<file path="src/hw/rtl/assert_macros.svh">
// Assertion macros for the RTL files that check their own logic.
`ifndef ASSERT_MACROS_SVH
`define ASSERT_MACROS_SVH

// Checks a property at every rising clock edge, held off while reset is asserted.
`define ASSERT_CLK(label, prop, msg) \
	label: assert property (@(posedge clk) disable iff (!arst_n) (prop)) else $error(msg);

// Checks that a condition never holds at a rising clock edge outside reset.
`define ASSERT_NEVER(label, cond, msg) \
	label: assert property (@(posedge clk) disable iff (!arst_n) !(cond)) else $error(msg);

`endif

</file>
<file path="src/hw/rtl/scta_pkg.sv">
// Package with the shared types, scan code constants and keymap tables of the translator.
`default_nettype none

package scta_pkg;

	localparam int FIFO_DEPTH_DEF = 256;

	// Set-1 make codes that the translator handles itself.
	localparam logic [7:0] SC_ESC    = 8'h01;
	localparam logic [7:0] SC_LCTRL  = 8'h1d;
	localparam logic [7:0] SC_LSHIFT = 8'h2a;
	localparam logic [7:0] SC_RSHIFT = 8'h36;
	localparam logic [7:0] SC_CAPS   = 8'h3a;
	localparam logic [7:0] SC_RCTRL  = 8'h5a;

	// Set-1 break codes of the modifier keys.
	localparam logic [7:0] SC_LCTRL_REL  = 8'h9d;
	localparam logic [7:0] SC_LSHIFT_REL = 8'haa;
	localparam logic [7:0] SC_RSHIFT_REL = 8'hb6;
	localparam logic [7:0] SC_CAPS_REL   = 8'hba;
	localparam logic [7:0] SC_RCTRL_REL  = 8'hda;

	localparam logic [7:0] CHAR_SPACE = 8'h20;
	localparam int         KEYMAP_LEN = 54;

	localparam logic [7:0] PLAIN_MAP [KEYMAP_LEN] = '{
		8'h20, 8'h20, 8'h31, 8'h32, 8'h33, 8'h34, 8'h35, 8'h36, 8'h37, 8'h38,
		8'h39, 8'h30, 8'h2d, 8'h3d, 8'h08, 8'h09, 8'h71, 8'h77, 8'h65, 8'h72,
		8'h74, 8'h79, 8'h75, 8'h69, 8'h6f, 8'h70, 8'h5b, 8'h5d, 8'h0d, 8'h20,
		8'h61, 8'h73, 8'h64, 8'h66, 8'h67, 8'h68, 8'h6a, 8'h6b, 8'h6c, 8'h3b,
		8'h27, 8'h60, 8'h20, 8'h5c, 8'h7a, 8'h78, 8'h63, 8'h76, 8'h62, 8'h6e,
		8'h6d, 8'h2c, 8'h2e, 8'h2f
	};

	localparam logic [7:0] SHIFTED_MAP [KEYMAP_LEN] = '{
		8'h20, 8'h20, 8'h21, 8'h40, 8'h23, 8'h24, 8'h25, 8'h5e, 8'h26, 8'h2a,
		8'h28, 8'h29, 8'h5f, 8'h2b, 8'h08, 8'h09, 8'h51, 8'h57, 8'h45, 8'h52,
		8'h54, 8'h59, 8'h55, 8'h49, 8'h4f, 8'h50, 8'h7b, 8'h7d, 8'h0d, 8'h20,
		8'h41, 8'h53, 8'h44, 8'h46, 8'h47, 8'h48, 8'h4a, 8'h4b, 8'h4c, 8'h3a,
		8'h22, 8'h7e, 8'h20, 8'h7c, 8'h5a, 8'h58, 8'h43, 8'h56, 8'h42, 8'h4e,
		8'h4d, 8'h3c, 8'h3e, 8'h3f
	};

	// Translation of one make code; shifted selects the shifted keymap table.
	function automatic logic [7:0] keymap_lookup(input logic shifted, input logic [6:0] code);
		logic [7:0] ch;
		ch = CHAR_SPACE;
		if (code < 7'(KEYMAP_LEN)) begin
			ch = shifted ? SHIFTED_MAP[code[5:0]] : PLAIN_MAP[code[5:0]];
		end
		return ch;
	endfunction

	typedef struct packed {
		logic       is_char;
		logic       power_off;
		logic [7:0] ch;
	} key_evt_t;

	typedef struct packed {
		logic shift;
		logic ctrl;
		logic caps;
	} mod_flags_t;

	typedef enum logic {
		ST_IDLE,
		ST_READ
	} ctrl_state_t;

endpackage

`default_nettype wire

</file>
<file path="src/hw/rtl/scta_char_mem.sv">
// Character FIFO storage: one write port and one registered read port.
`default_nettype none

module scta_char_mem #(
	parameter int DEPTH = 256,
	parameter int AW    = 8
) (
	input  wire logic          clk,
	input  wire logic          wr_en,
	input  wire logic [AW-1:0] wr_addr,
	input  wire logic [7:0]    wr_data,
	input  wire logic          rd_en,
	input  wire logic [AW-1:0] rd_addr,
	output logic      [7:0]    rd_data
);

	logic [7:0] mem [DEPTH];
	logic [7:0] rd_data_q;

	always_ff @(posedge clk) begin
		if (wr_en) begin
			mem[wr_addr] <= wr_data;
		end
	end

	always_ff @(posedge clk) begin
		if (rd_en) begin
			rd_data_q <= mem[rd_addr];
		end
	end

	assign rd_data = rd_data_q;

endmodule

`default_nettype wire

</file>
<file path="src/hw/rtl/scta_keys.sv">
// Modifier key state and decode of one scan code into a keyboard event.
`default_nettype none

module scta_keys import scta_pkg::*; (
	input  wire logic       clk,
	input  wire logic       arst_n,
	input  wire logic       upd,
	input  wire logic [7:0] key_code,
	output key_evt_t        evt,
	output mod_flags_t      mods_nxt
);

	logic lshift_q, rshift_q, lctrl_q, rctrl_q, caps_q;
	logic lshift_d, rshift_d, lctrl_d, rctrl_d, caps_d;
	logic shifted;

	assign shifted = (lshift_q | rshift_q) ^ caps_q;

	always_comb begin
		evt       = '0;
		evt.ch    = keymap_lookup(shifted, key_code[6:0]);
		lshift_d  = lshift_q;
		rshift_d  = rshift_q;
		lctrl_d   = lctrl_q;
		rctrl_d   = rctrl_q;
		caps_d    = caps_q;
		if (!key_code[7]) begin
			case (key_code)
				SC_ESC:    evt.power_off = 1'b1;
				SC_LCTRL:  lctrl_d = 1'b1;
				SC_LSHIFT: lshift_d = 1'b1;
				SC_RSHIFT: rshift_d = 1'b1;
				SC_CAPS:   ;
				SC_RCTRL:  rctrl_d = 1'b1;
				default:   evt.is_char = 1'b1;
			endcase
		end else begin
			case (key_code)
				SC_LCTRL_REL:  lctrl_d = 1'b0;
				SC_LSHIFT_REL: lshift_d = 1'b0;
				SC_RSHIFT_REL: rshift_d = 1'b0;
				SC_CAPS_REL:   caps_d = ~caps_q;
				SC_RCTRL_REL:  rctrl_d = 1'b0;
				default:       ;
			endcase
		end
		if (!upd) begin
			lshift_d = lshift_q;
			rshift_d = rshift_q;
			lctrl_d  = lctrl_q;
			rctrl_d  = rctrl_q;
			caps_d   = caps_q;
		end
		mods_nxt.shift = lshift_d | rshift_d;
		mods_nxt.ctrl  = lctrl_d | rctrl_d;
		mods_nxt.caps  = caps_d;
	end

	always_ff @(posedge clk or negedge arst_n) begin
		if (!arst_n) begin
			lshift_q <= 1'b0;
			rshift_q <= 1'b0;
			lctrl_q  <= 1'b0;
			rctrl_q  <= 1'b0;
			caps_q   <= 1'b0;
		end else begin
			lshift_q <= lshift_d;
			rshift_q <= rshift_d;
			lctrl_q  <= lctrl_d;
			rctrl_q  <= rctrl_d;
			caps_q   <= caps_d;
		end
	end

endmodule

`default_nettype wire

</file>
<file path="src/hw/rtl/scancode_to_ascii_fifo.sv">
// Top level of the set-1 scan code to ASCII translator with its character FIFO.
`default_nettype none
`include "assert_macros.svh"

// Each input transaction is either a scan code (req_type 0) or a read request
// (req_type 1), and each yields exactly one output transaction. For scan codes
// and empty reads the result is registered at the accepting edge. A read that
// pops a character waits in ST_READ, because the character store is a
// synchronous memory with a registered read port; the block takes no new
// input while in ST_READ. A new input is also held off while the output
// register holds a result that the consumer has not yet taken, unless it is
// taken in the same cycle. The FIFO holds at most FIFO_DEPTH-1 characters; a
// character that finds it full is discarded and the result shows dropped. The
// escape key raises power_off and stores nothing. The modifier flags on every
// result reflect the keyboard state after that transaction.

module scancode_to_ascii_fifo import scta_pkg::*; #(
	parameter int FIFO_DEPTH = FIFO_DEPTH_DEF
) (
	input  wire logic       clk,
	input  wire logic       arst_n,
	input  wire logic       in_valid,
	output logic            in_ready,
	input  wire logic       req_type,
	input  wire logic [7:0] key_code,
	output logic            out_valid,
	input  wire logic       out_ready,
	output logic            char_valid,
	output logic      [7:0] char_value,
	output logic            power_off,
	output logic            dropped,
	output logic            shift_active,
	output logic            ctrl_active,
	output logic            caps_active
);

	localparam int PTR_W = $clog2(FIFO_DEPTH);

	ctrl_state_t state_q, state_d;

	logic [PTR_W-1:0] rptr_q, wptr_q, rptr_nxt, wptr_nxt;
	logic             in_acc, key_upd, empty, full, push, drop, pop;
	key_evt_t         evt;
	mod_flags_t       mods_nxt;
	logic [7:0]       rd_data;

	logic       out_valid_q;
	logic       char_valid_q;
	logic [7:0] char_value_q;
	logic       power_off_q;
	logic       dropped_q;
	mod_flags_t mods_q;

	// Pointers wrap explicitly so that any depth in range works, not only powers of two.
	assign rptr_nxt = (rptr_q == PTR_W'(FIFO_DEPTH - 1)) ? '0 : rptr_q + 1'b1;
	assign wptr_nxt = (wptr_q == PTR_W'(FIFO_DEPTH - 1)) ? '0 : wptr_q + 1'b1;
	assign empty    = (rptr_q == wptr_q);
	assign full     = (wptr_nxt == rptr_q);

	assign in_acc  = in_valid && in_ready;
	assign key_upd = in_acc && !req_type;

	scta_keys u_keys (
		.clk       (clk),
		.arst_n    (arst_n),
		.upd       (key_upd),
		.key_code  (key_code),
		.evt       (evt),
		.mods_nxt  (mods_nxt)
	);

	scta_char_mem #(
		.DEPTH (FIFO_DEPTH),
		.AW    (PTR_W)
	) u_mem (
		.clk     (clk),
		.wr_en   (push),
		.wr_addr (wptr_q),
		.wr_data (evt.ch),
		.rd_en   (pop),
		.rd_addr (rptr_q),
		.rd_data (rd_data)
	);

	// Next state and handshake. A popping read parks in ST_READ for the memory cycle.
	always_comb begin
		state_d  = state_q;
		in_ready = 1'b0;
		push     = 1'b0;
		drop     = 1'b0;
		pop      = 1'b0;
		case (state_q)
			ST_IDLE: begin
				in_ready = !out_valid_q || out_ready;
				if (in_valid && in_ready) begin
					if (req_type) begin
						pop = !empty;
					end else begin
						push = evt.is_char && !full;
						drop = evt.is_char && full;
					end
				end
				if (pop) begin
					state_d = ST_READ;
				end
			end
			ST_READ: begin
				state_d = ST_IDLE;
			end
			default: begin
				state_d = ST_IDLE;
			end
		endcase
	end

	always_ff @(posedge clk or negedge arst_n) begin
		if (!arst_n) begin
			state_q <= ST_IDLE;
		end else begin
			state_q <= state_d;
		end
	end

	always_ff @(posedge clk or negedge arst_n) begin
		if (!arst_n) begin
			rptr_q <= '0;
			wptr_q <= '0;
		end else begin
			if (pop) begin
				rptr_q <= rptr_nxt;
			end
			if (push) begin
				wptr_q <= wptr_nxt;
			end
		end
	end

	// Output register: loaded at the accepting edge, or in ST_READ with memory data.
	always_ff @(posedge clk or negedge arst_n) begin
		if (!arst_n) begin
			out_valid_q <= 1'b0;
		end else if ((in_acc && !pop) || state_q == ST_READ) begin
			out_valid_q <= 1'b1;
		end else if (out_ready) begin
			out_valid_q <= 1'b0;
		end
	end

	always_ff @(posedge clk) begin
		if (state_q == ST_READ) begin
			char_valid_q <= 1'b1;
			char_value_q <= rd_data;
			power_off_q  <= 1'b0;
			dropped_q    <= 1'b0;
			mods_q       <= mods_nxt;
		end else if (in_acc && !pop) begin
			char_valid_q <= 1'b0;
			char_value_q <= '0;
			power_off_q  <= !req_type && evt.power_off;
			dropped_q    <= drop;
			mods_q       <= mods_nxt;
		end
	end

	assign out_valid    = out_valid_q;
	assign char_valid   = char_valid_q;
	assign char_value   = char_value_q;
	assign power_off    = power_off_q;
	assign dropped      = dropped_q;
	assign shift_active = mods_q.shift;
	assign ctrl_active  = mods_q.ctrl;
	assign caps_active  = mods_q.caps;

	`ASSERT_CLK(a_pop_enters_read, pop |=> state_q == ST_READ && !out_valid_q, "bad read wait")
	`ASSERT_CLK(a_push_keeps_gap, push |=> wptr_q != rptr_q, "write pointer met read pointer")
	`ASSERT_NEVER(a_no_input_in_read, state_q == ST_READ && in_ready, "input taken during a read")
	`ASSERT_NEVER(a_push_and_pop, push && pop, "push and pop in the same transaction")

endmodule

`default_nettype wire

</file>
<file path="config.mk">
export PLATFORM = sky130hd
export DESIGN_NAME = scancode_to_ascii_fifo
export DESIGN_NICKNAME = d
export VERILOG_FILES = /design/src/hw/rtl/scta_pkg.sv /design/src/hw/rtl/scta_char_mem.sv /design/src/hw/rtl/scta_keys.sv /design/src/hw/rtl/scancode_to_ascii_fifo.sv
export VERILOG_INCLUDE_DIRS = /design/src /design/src/hw/rtl
export SDC_FILE = /design/constraint.sdc
export NUM_CORES = 2
export LEC_CHECK = 0
export ABC_AREA = 1
export BUFFER_PORTS_ARGS = -buffer_cell sky130_fd_sc_hd__buf_2
export CAP_MARGIN = 25
export CORE_MARGIN = 4
export CORE_UTILIZATION = 40
export CTS_CLUSTER_SIZE = 10
export DETAILED_ROUTE_END_ITERATION = 12
export SKIP_LAST_GASP = 1
export SYNTH_ARGS = -nofsm -noshare
export SYNTH_HDL_FRONTEND = slang
export SYNTH_SLANG_ARGS = --single-unit
</file>
<file path="constraint.sdc">
create_clock -name clk -period 16 [get_ports clk]
set_clock_uncertainty 0.15 [all_clocks]
set_input_delay 3.2 -clock clk [delete_from_list [all_inputs] [get_ports clk]]
set_output_delay 3.2 -clock clk [all_outputs]
set_load 0.1 [all_outputs]
</file>
* Word-level counts from Yosys, hierarchy flattened
Memory sizes are Yosys's and may differ from the RTL's. A register that Yosys moved wholly into a read port is not among the register bits.
Index checks and enable logic that the tools add are counted.
** Cells by class
- $add $sub $neg :: 2
- Magnitude comparators :: 2
- Eq/ne operators :: 15
- Mux-type cells :: 50
- Bitwise gates (word level) :: 7
- Reductions and logical operators :: 17
** Operators with widths (count)
- two-way mux 8 bit :: 10
- equality test 8 bit, second input constant :: 7
- two-way mux 1 bit :: 36
- equality test 8 x 6 -> 1 bit, second input constant :: 3
- adder 8 x 1 -> 8 bit, second input constant :: 2
- equality test 8 bit :: 2
- equality test 8 x 1 -> 1 bit, second input constant :: 1
- equality test 8 x 5 -> 1 bit, second input constant :: 1
- equality test 8 x 7 -> 1 bit, second input constant :: 1
- >= comparator 7 bit, second input constant :: 1
- logical AND 1 bit :: 7
- < comparator 7 x 6 -> 1 bit, second input constant :: 1
- NOT 6 -> 7 bit :: 1
- two-way mux 3 bit :: 2
- OR reduction 6 bit :: 1
- logical NOT 1 bit :: 5
- nonzero test 2 bit :: 2
- OR 1 bit :: 3
- logical OR 1 bit :: 2
- two-way mux 2 bit :: 1
- NOT 1 bit :: 2
- case mux 1 bit (2 select lines) :: 1
- bitwise XOR 1 bit :: 1
** Word-level totals
- Register bits :: 37
- Memory bits (writable) :: 2048
- ROM bits :: 1024
- Bits of input ports :: 13
- Output and inout bits :: 16
- Word-level logic and storage cells :: 112
- Memories kept :: 3
** Memories
- u_mem.mem :: words 256, width 8, read ports 1, clocked after memory_dff 1, write ports 1, line scta_char_mem.sv:17 : logic [7:0] mem [DEPTH];
- (name not given) :: words 64, width 8, read ports 1, clocked after memory_dff 0, write ports 0, line scta_pkg.sv:49 : ch = shifted ? SHIFTED_MAP[code[5:0]] : PLAIN_MAP[code[5:0]];
- (name not given) :: words 64, width 8, read ports 1, clocked after memory_dff 0, write ports 0, line scta_pkg.sv:49

* Depth between registers and ports, before layout
- Depth after elaboration :: 10
- Gate-level depth with buffers :: 20
- Gate-level depth less buffers :: 17

* Modules after synthesis
Synthesis repeated with hierarchy kept, for this count alone.
** Unflattened totals
- Cell total of the unflattened synthesis :: 7485
- Area total of the unflattened synthesis :: 86688.1 um^2
** Modules (own cells, without submodules)
- scta_char_mem :: times used 1, cells each 7003, area an instance 83476.3 um^2, sequential area each 61739.2 um^2
- scancode_to_ascii_fifo :: times used 1, cells each 227, area an instance 1819.2 um^2, sequential area each 840.8 um^2
- scta_keys :: times used 1, cells each 255, area an instance 1392.6 um^2, sequential area each 125.1 um^2

* Worst setup path after synthesis
OpenSTA, ideal clock, no wires.
- Kind :: input to register
- Start :: input key_code[3]
- End :: memory u_mem.mem[0][6] (data pin)
- Library setup time :: 2810 ps
- Arrival time :: 17504 ps
- Data required time :: 13040 ps
- Slack :: -4464 ps
- Stages on the path :: 6
- Buffers on the path :: 1
- Cell sequence :: inv_1 > clkbuf_1 > nand2_1 > a21oi_1 > inv_1 > nor4_1
** RTL lines
- from (decl) :: line scancode_to_ascii_fifo.sv:25 : input wire logic [7:0] key_code,
- to (decl) :: line scta_char_mem.sv:17

* Worst setup path after layout
- Start :: input out_ready
- End :: output in_ready
** On the way
- Word-level cells in the longest chain between the ends :: 2
** RTL lines
- from (decl) :: line scancode_to_ascii_fifo.sv:27 : input wire logic out_ready,
- logical OR 1 bit :: line scancode_to_ascii_fifo.sv:94 : in_ready = !out_valid_q || out_ready;
- two-way mux 1 bit :: line scancode_to_ascii_fifo.sv:92 : case (state_q)
- to (decl) :: line scancode_to_ascii_fifo.sv:23 : output logic in_ready,
Every way passes these cells.

==> flow_summary.json <==
{
  "wl_met1_um": 91270,
  "syn_avg_cell_area_um2": 10.70,
  "dieArea_mm2": 0.2034,
  "coreArea_mm2": 0.1950,
  "setup_viol": 0,
  "drt_wl_total_um": 215100,
  "pin_count": 29,
  "synth_compound_area_share_pct": 4.468,
  "io_buffers": 27,
  "cts_root_buf": "clkbuf_16",
  "power_frac_seq_pct": 40.9,
  "drc_errors": 0,
  "worst_setup_path_end_kind": "primary output",
  "critPathRequiredTime_ps": 12650,
  "clk_pin_slew_ps": 50,
  "max_freq_mhz": 137.0,
  "antenna_found_initial": 3,
  "viasPerCell": 5.306,
  "fin_ws_ps": 8699,
  "drive_gt1_share_pct": 5.788,
  "met3_length_um": 16050,
  "hold_viol_final": 0,
  "cts_buffers": 204,
  "gp_congestion": 0.8770,
  "clkPwrFrac_pct": 30.3,
  "dr_total_vias": 52429,
  "fin_crit_sh_pct": 45.63,
  "cp.arrival_ps": 3950,
  "yosysWarnings": 0,
  "die_y_um": 451.0,
  "synth_adder_area_share_pct": 0.1753,
  "synth_edf_count": 1809,
  "p_leak_nw": 31.91,
  "path_max_fanout": 4,
  "num_antenna_cells": 0,
  "postSynthCellCount": 7335,
  "dp_hpwl_um": 119400,
  "clock_latency_ps": 830,
  "start_kind": "input port",
  "synth_top_family_by_area": "simple AND/OR/NAND/NOR gates",
  "track_usage_pct": 20.67,
  "topRoutingLayerUsed": "met4",
  "drv_slew": 0,
  "cts_setup_buffers": 0,
  "cts_tree": "yes",
  "cts.repair.resized": 0,
  "p_sw_w": 0.004719,
  "routedWlPerCell_um": 21.77,
  "nNetsFinal": 7234,
  "maxSlewHeadroom_pct": 23.56,
  "grt_pass1_wl_um": 319200,
  "final_cell_mix": "nand2_1 (1931), edfxtp_1 (1809), nor2_1 (1089)",
  "swShare_pct": 35.30,
  "worst_slew_pin_slew_ps": 1147,
  "power.density_mw_per_mm2": 154.9,
  "rsz0062_at_grt": "no",
  "cts_max_level": 4,
  "synth_xor_area_share_pct": 0.1785,
  "synth_seq_cells": 1835,
  "drt_iter0_drc": 5865,
  "maxCapViolCount": 0,
  "critPathKind": "input port to primary output",
  "yosys.area_share.simple_pct": 20.03,
  "area_growth_pct": 9.938,
  "ys_seq_area_share_pct": 70.01,
  "met2WireLength_um": 99630,
  "fin_setup_tns_ps": 0,
  "vdd_drop_max_mv": 0.1299,
  "clock_path_buffers": 3,
  "ant_nets": 0,
  "grt.overflow.total": 0,
  "ys_types": 45,
  "synth_top_flop_cell": "edfxtp_1",
  "cts_sinks": 1835,
  "first_pass_iters": 6,
  "start_util_pct": 40.26,
  "grt_max_degree": 232,
  "p_int_w": 0.008648,
  "placementRows": 162,
  "synthArstFlopShare_pct": 1.253,
  "muxShareOfSynthArea_pct": 0,
  "hp-class": "flip-flop to flip-flop",
  "netlist_area_mm2": 0.07850,
  "pwr-share-comb_pct": 28.7,
  "hold_buffers": 0,
  "grt_pass1_vias": 50907,
  "finalPower_w": 0.01337,
  "die_w_um": 451.0,
  "status": "finished clean",
  "final_common_cell": "nand2_1",
  "postLayoutCoreUtil_pct": 44.26,
  "dp_worst_setup_slack_ps": 7997,
  "syn-num-nets": 7359,
  "fin_crit_ps": 7301
}
[sequential cells by signal, summed over array words and instances (netlist names), 7 cells and up]
signal         count
char_value         7
u_mem.mem       1792
rptr_q             8
u_mem.rd_data      7
wptr_q             8
[final timing paths]
kind / cells after the start / endpoint / startpoint / slack [ps]
setup / recovery: 6 / in_ready / out_ready / 8700
hold / removal: 2 / dropped / dropped / 330
setup reg to reg: 11 / u_mem.rd_data[3] / rptr_q[1] / 10720
hold reg to reg: 2 / dropped / dropped / 330
max in group asynchronous: 1 / rptr_q[1] / arst_n / 12970
min in group asynchronous: 1 / out_valid / arst_n / 2240
[layout make-up]
class / count / area [um^2]
well taps: 2624 / 3283
clock inverters: 18 / 205.2
repair buffers: 93 / 833.3
multi-input cells: 4518 / 19590
clock buffers: 235 / 5284
inverters: 558 / 2132
flip-flops and latches: 1835 / 54970
fillers: 18123 / 108700
[critical path, cell delays in order]
cell,delay (ps)
buf_2,80
inv_1,30
nand2_1,70
nand2_1,60
inv_2,80
buf_2,430
[power groups by stage]
stage / logic [W] / registers, W / clock network [W]
global route: 0.00420 / 0.00547 / 0.00432
floorplan: 0.00253 / 0.00555 / 0
CTS: 0.00380 / 0.00547 / 0.00412
finish: 0.00384 / 0.00547 / 0.00406
detailed placement: 0.00379 / 0.00557 / 0
global placement: 0.00377 / 0.00557 / 0
[routing by layer]
metal / vias up / track usage (%)
met5: - / 0
met4: 0 / 7.939
met3: 429 / 3.474
met2: 2134 / 33.04
met1: 25543 / 28.36
li1: 24323 / -
[cell usage after synthesis, types with 5 or more instances]
| cell type | number | area [um^2] |
|---|---|---|
| xor2_1 | 12 | 105.1 |
| o211ai_1 | 39 | 292.8 |
| o22ai_1 | 19 | 118.9 |
| clkbuf_1 | 202 | 758.2 |
| a21oi_1 | 86 | 430.4 |
| inv_1 | 542 | 2034 |
| or2_2 | 26 | 162.7 |
| nand2_2 | 5 | 31.28 |
| nor2_2 | 29 | 181.4 |
| nand2_1 | 1931 | 7248 |
| ha_1 | 11 | 137.6 |
| nor3_1 | 11 | 55.05 |
| dfrtp_1 | 23 | 575.6 |
| inv_2 | 11 | 41.29 |
| o21ai_0 | 507 | 2537 |
| nor2_1 | 1091 | 4095 |
| buf_1 | 62 | 232.7 |
| nand4_1 | 8 | 50.05 |
| nand4_4 | 15 | 319.1 |
| buf_2 | 124 | 620.6 |
| buf_4 | 23 | 172.7 |
| nand3_1 | 693 | 3468 |
| buf_6 | 13 | 146.4 |
| edfxtp_1 | 1809 | 54320 |
| clkinv_1 | 5 | 18.77 |
[cell families after synthesis]
family                     after synthesis
other                                    1
DFF                                   1835
buffers and inverters                  982
adders and majority gates               11
xor gates and xnor gates                16
and+or+nand+nor                       3821
AOI/OAI and AO/OA                      669
[per-stage QoR]
step	cells	area [um^2]	hold slack [ps]
after floorplan	7335	78510	300.4
after global placement	9622	80670	287.5
after global routing	9881	86300	361.5
final	9881	86300	327.7
after detailed placement	9627	80780	324.7
after CTS	9880	86270	333.1
(Power assumes the default switching activity.)
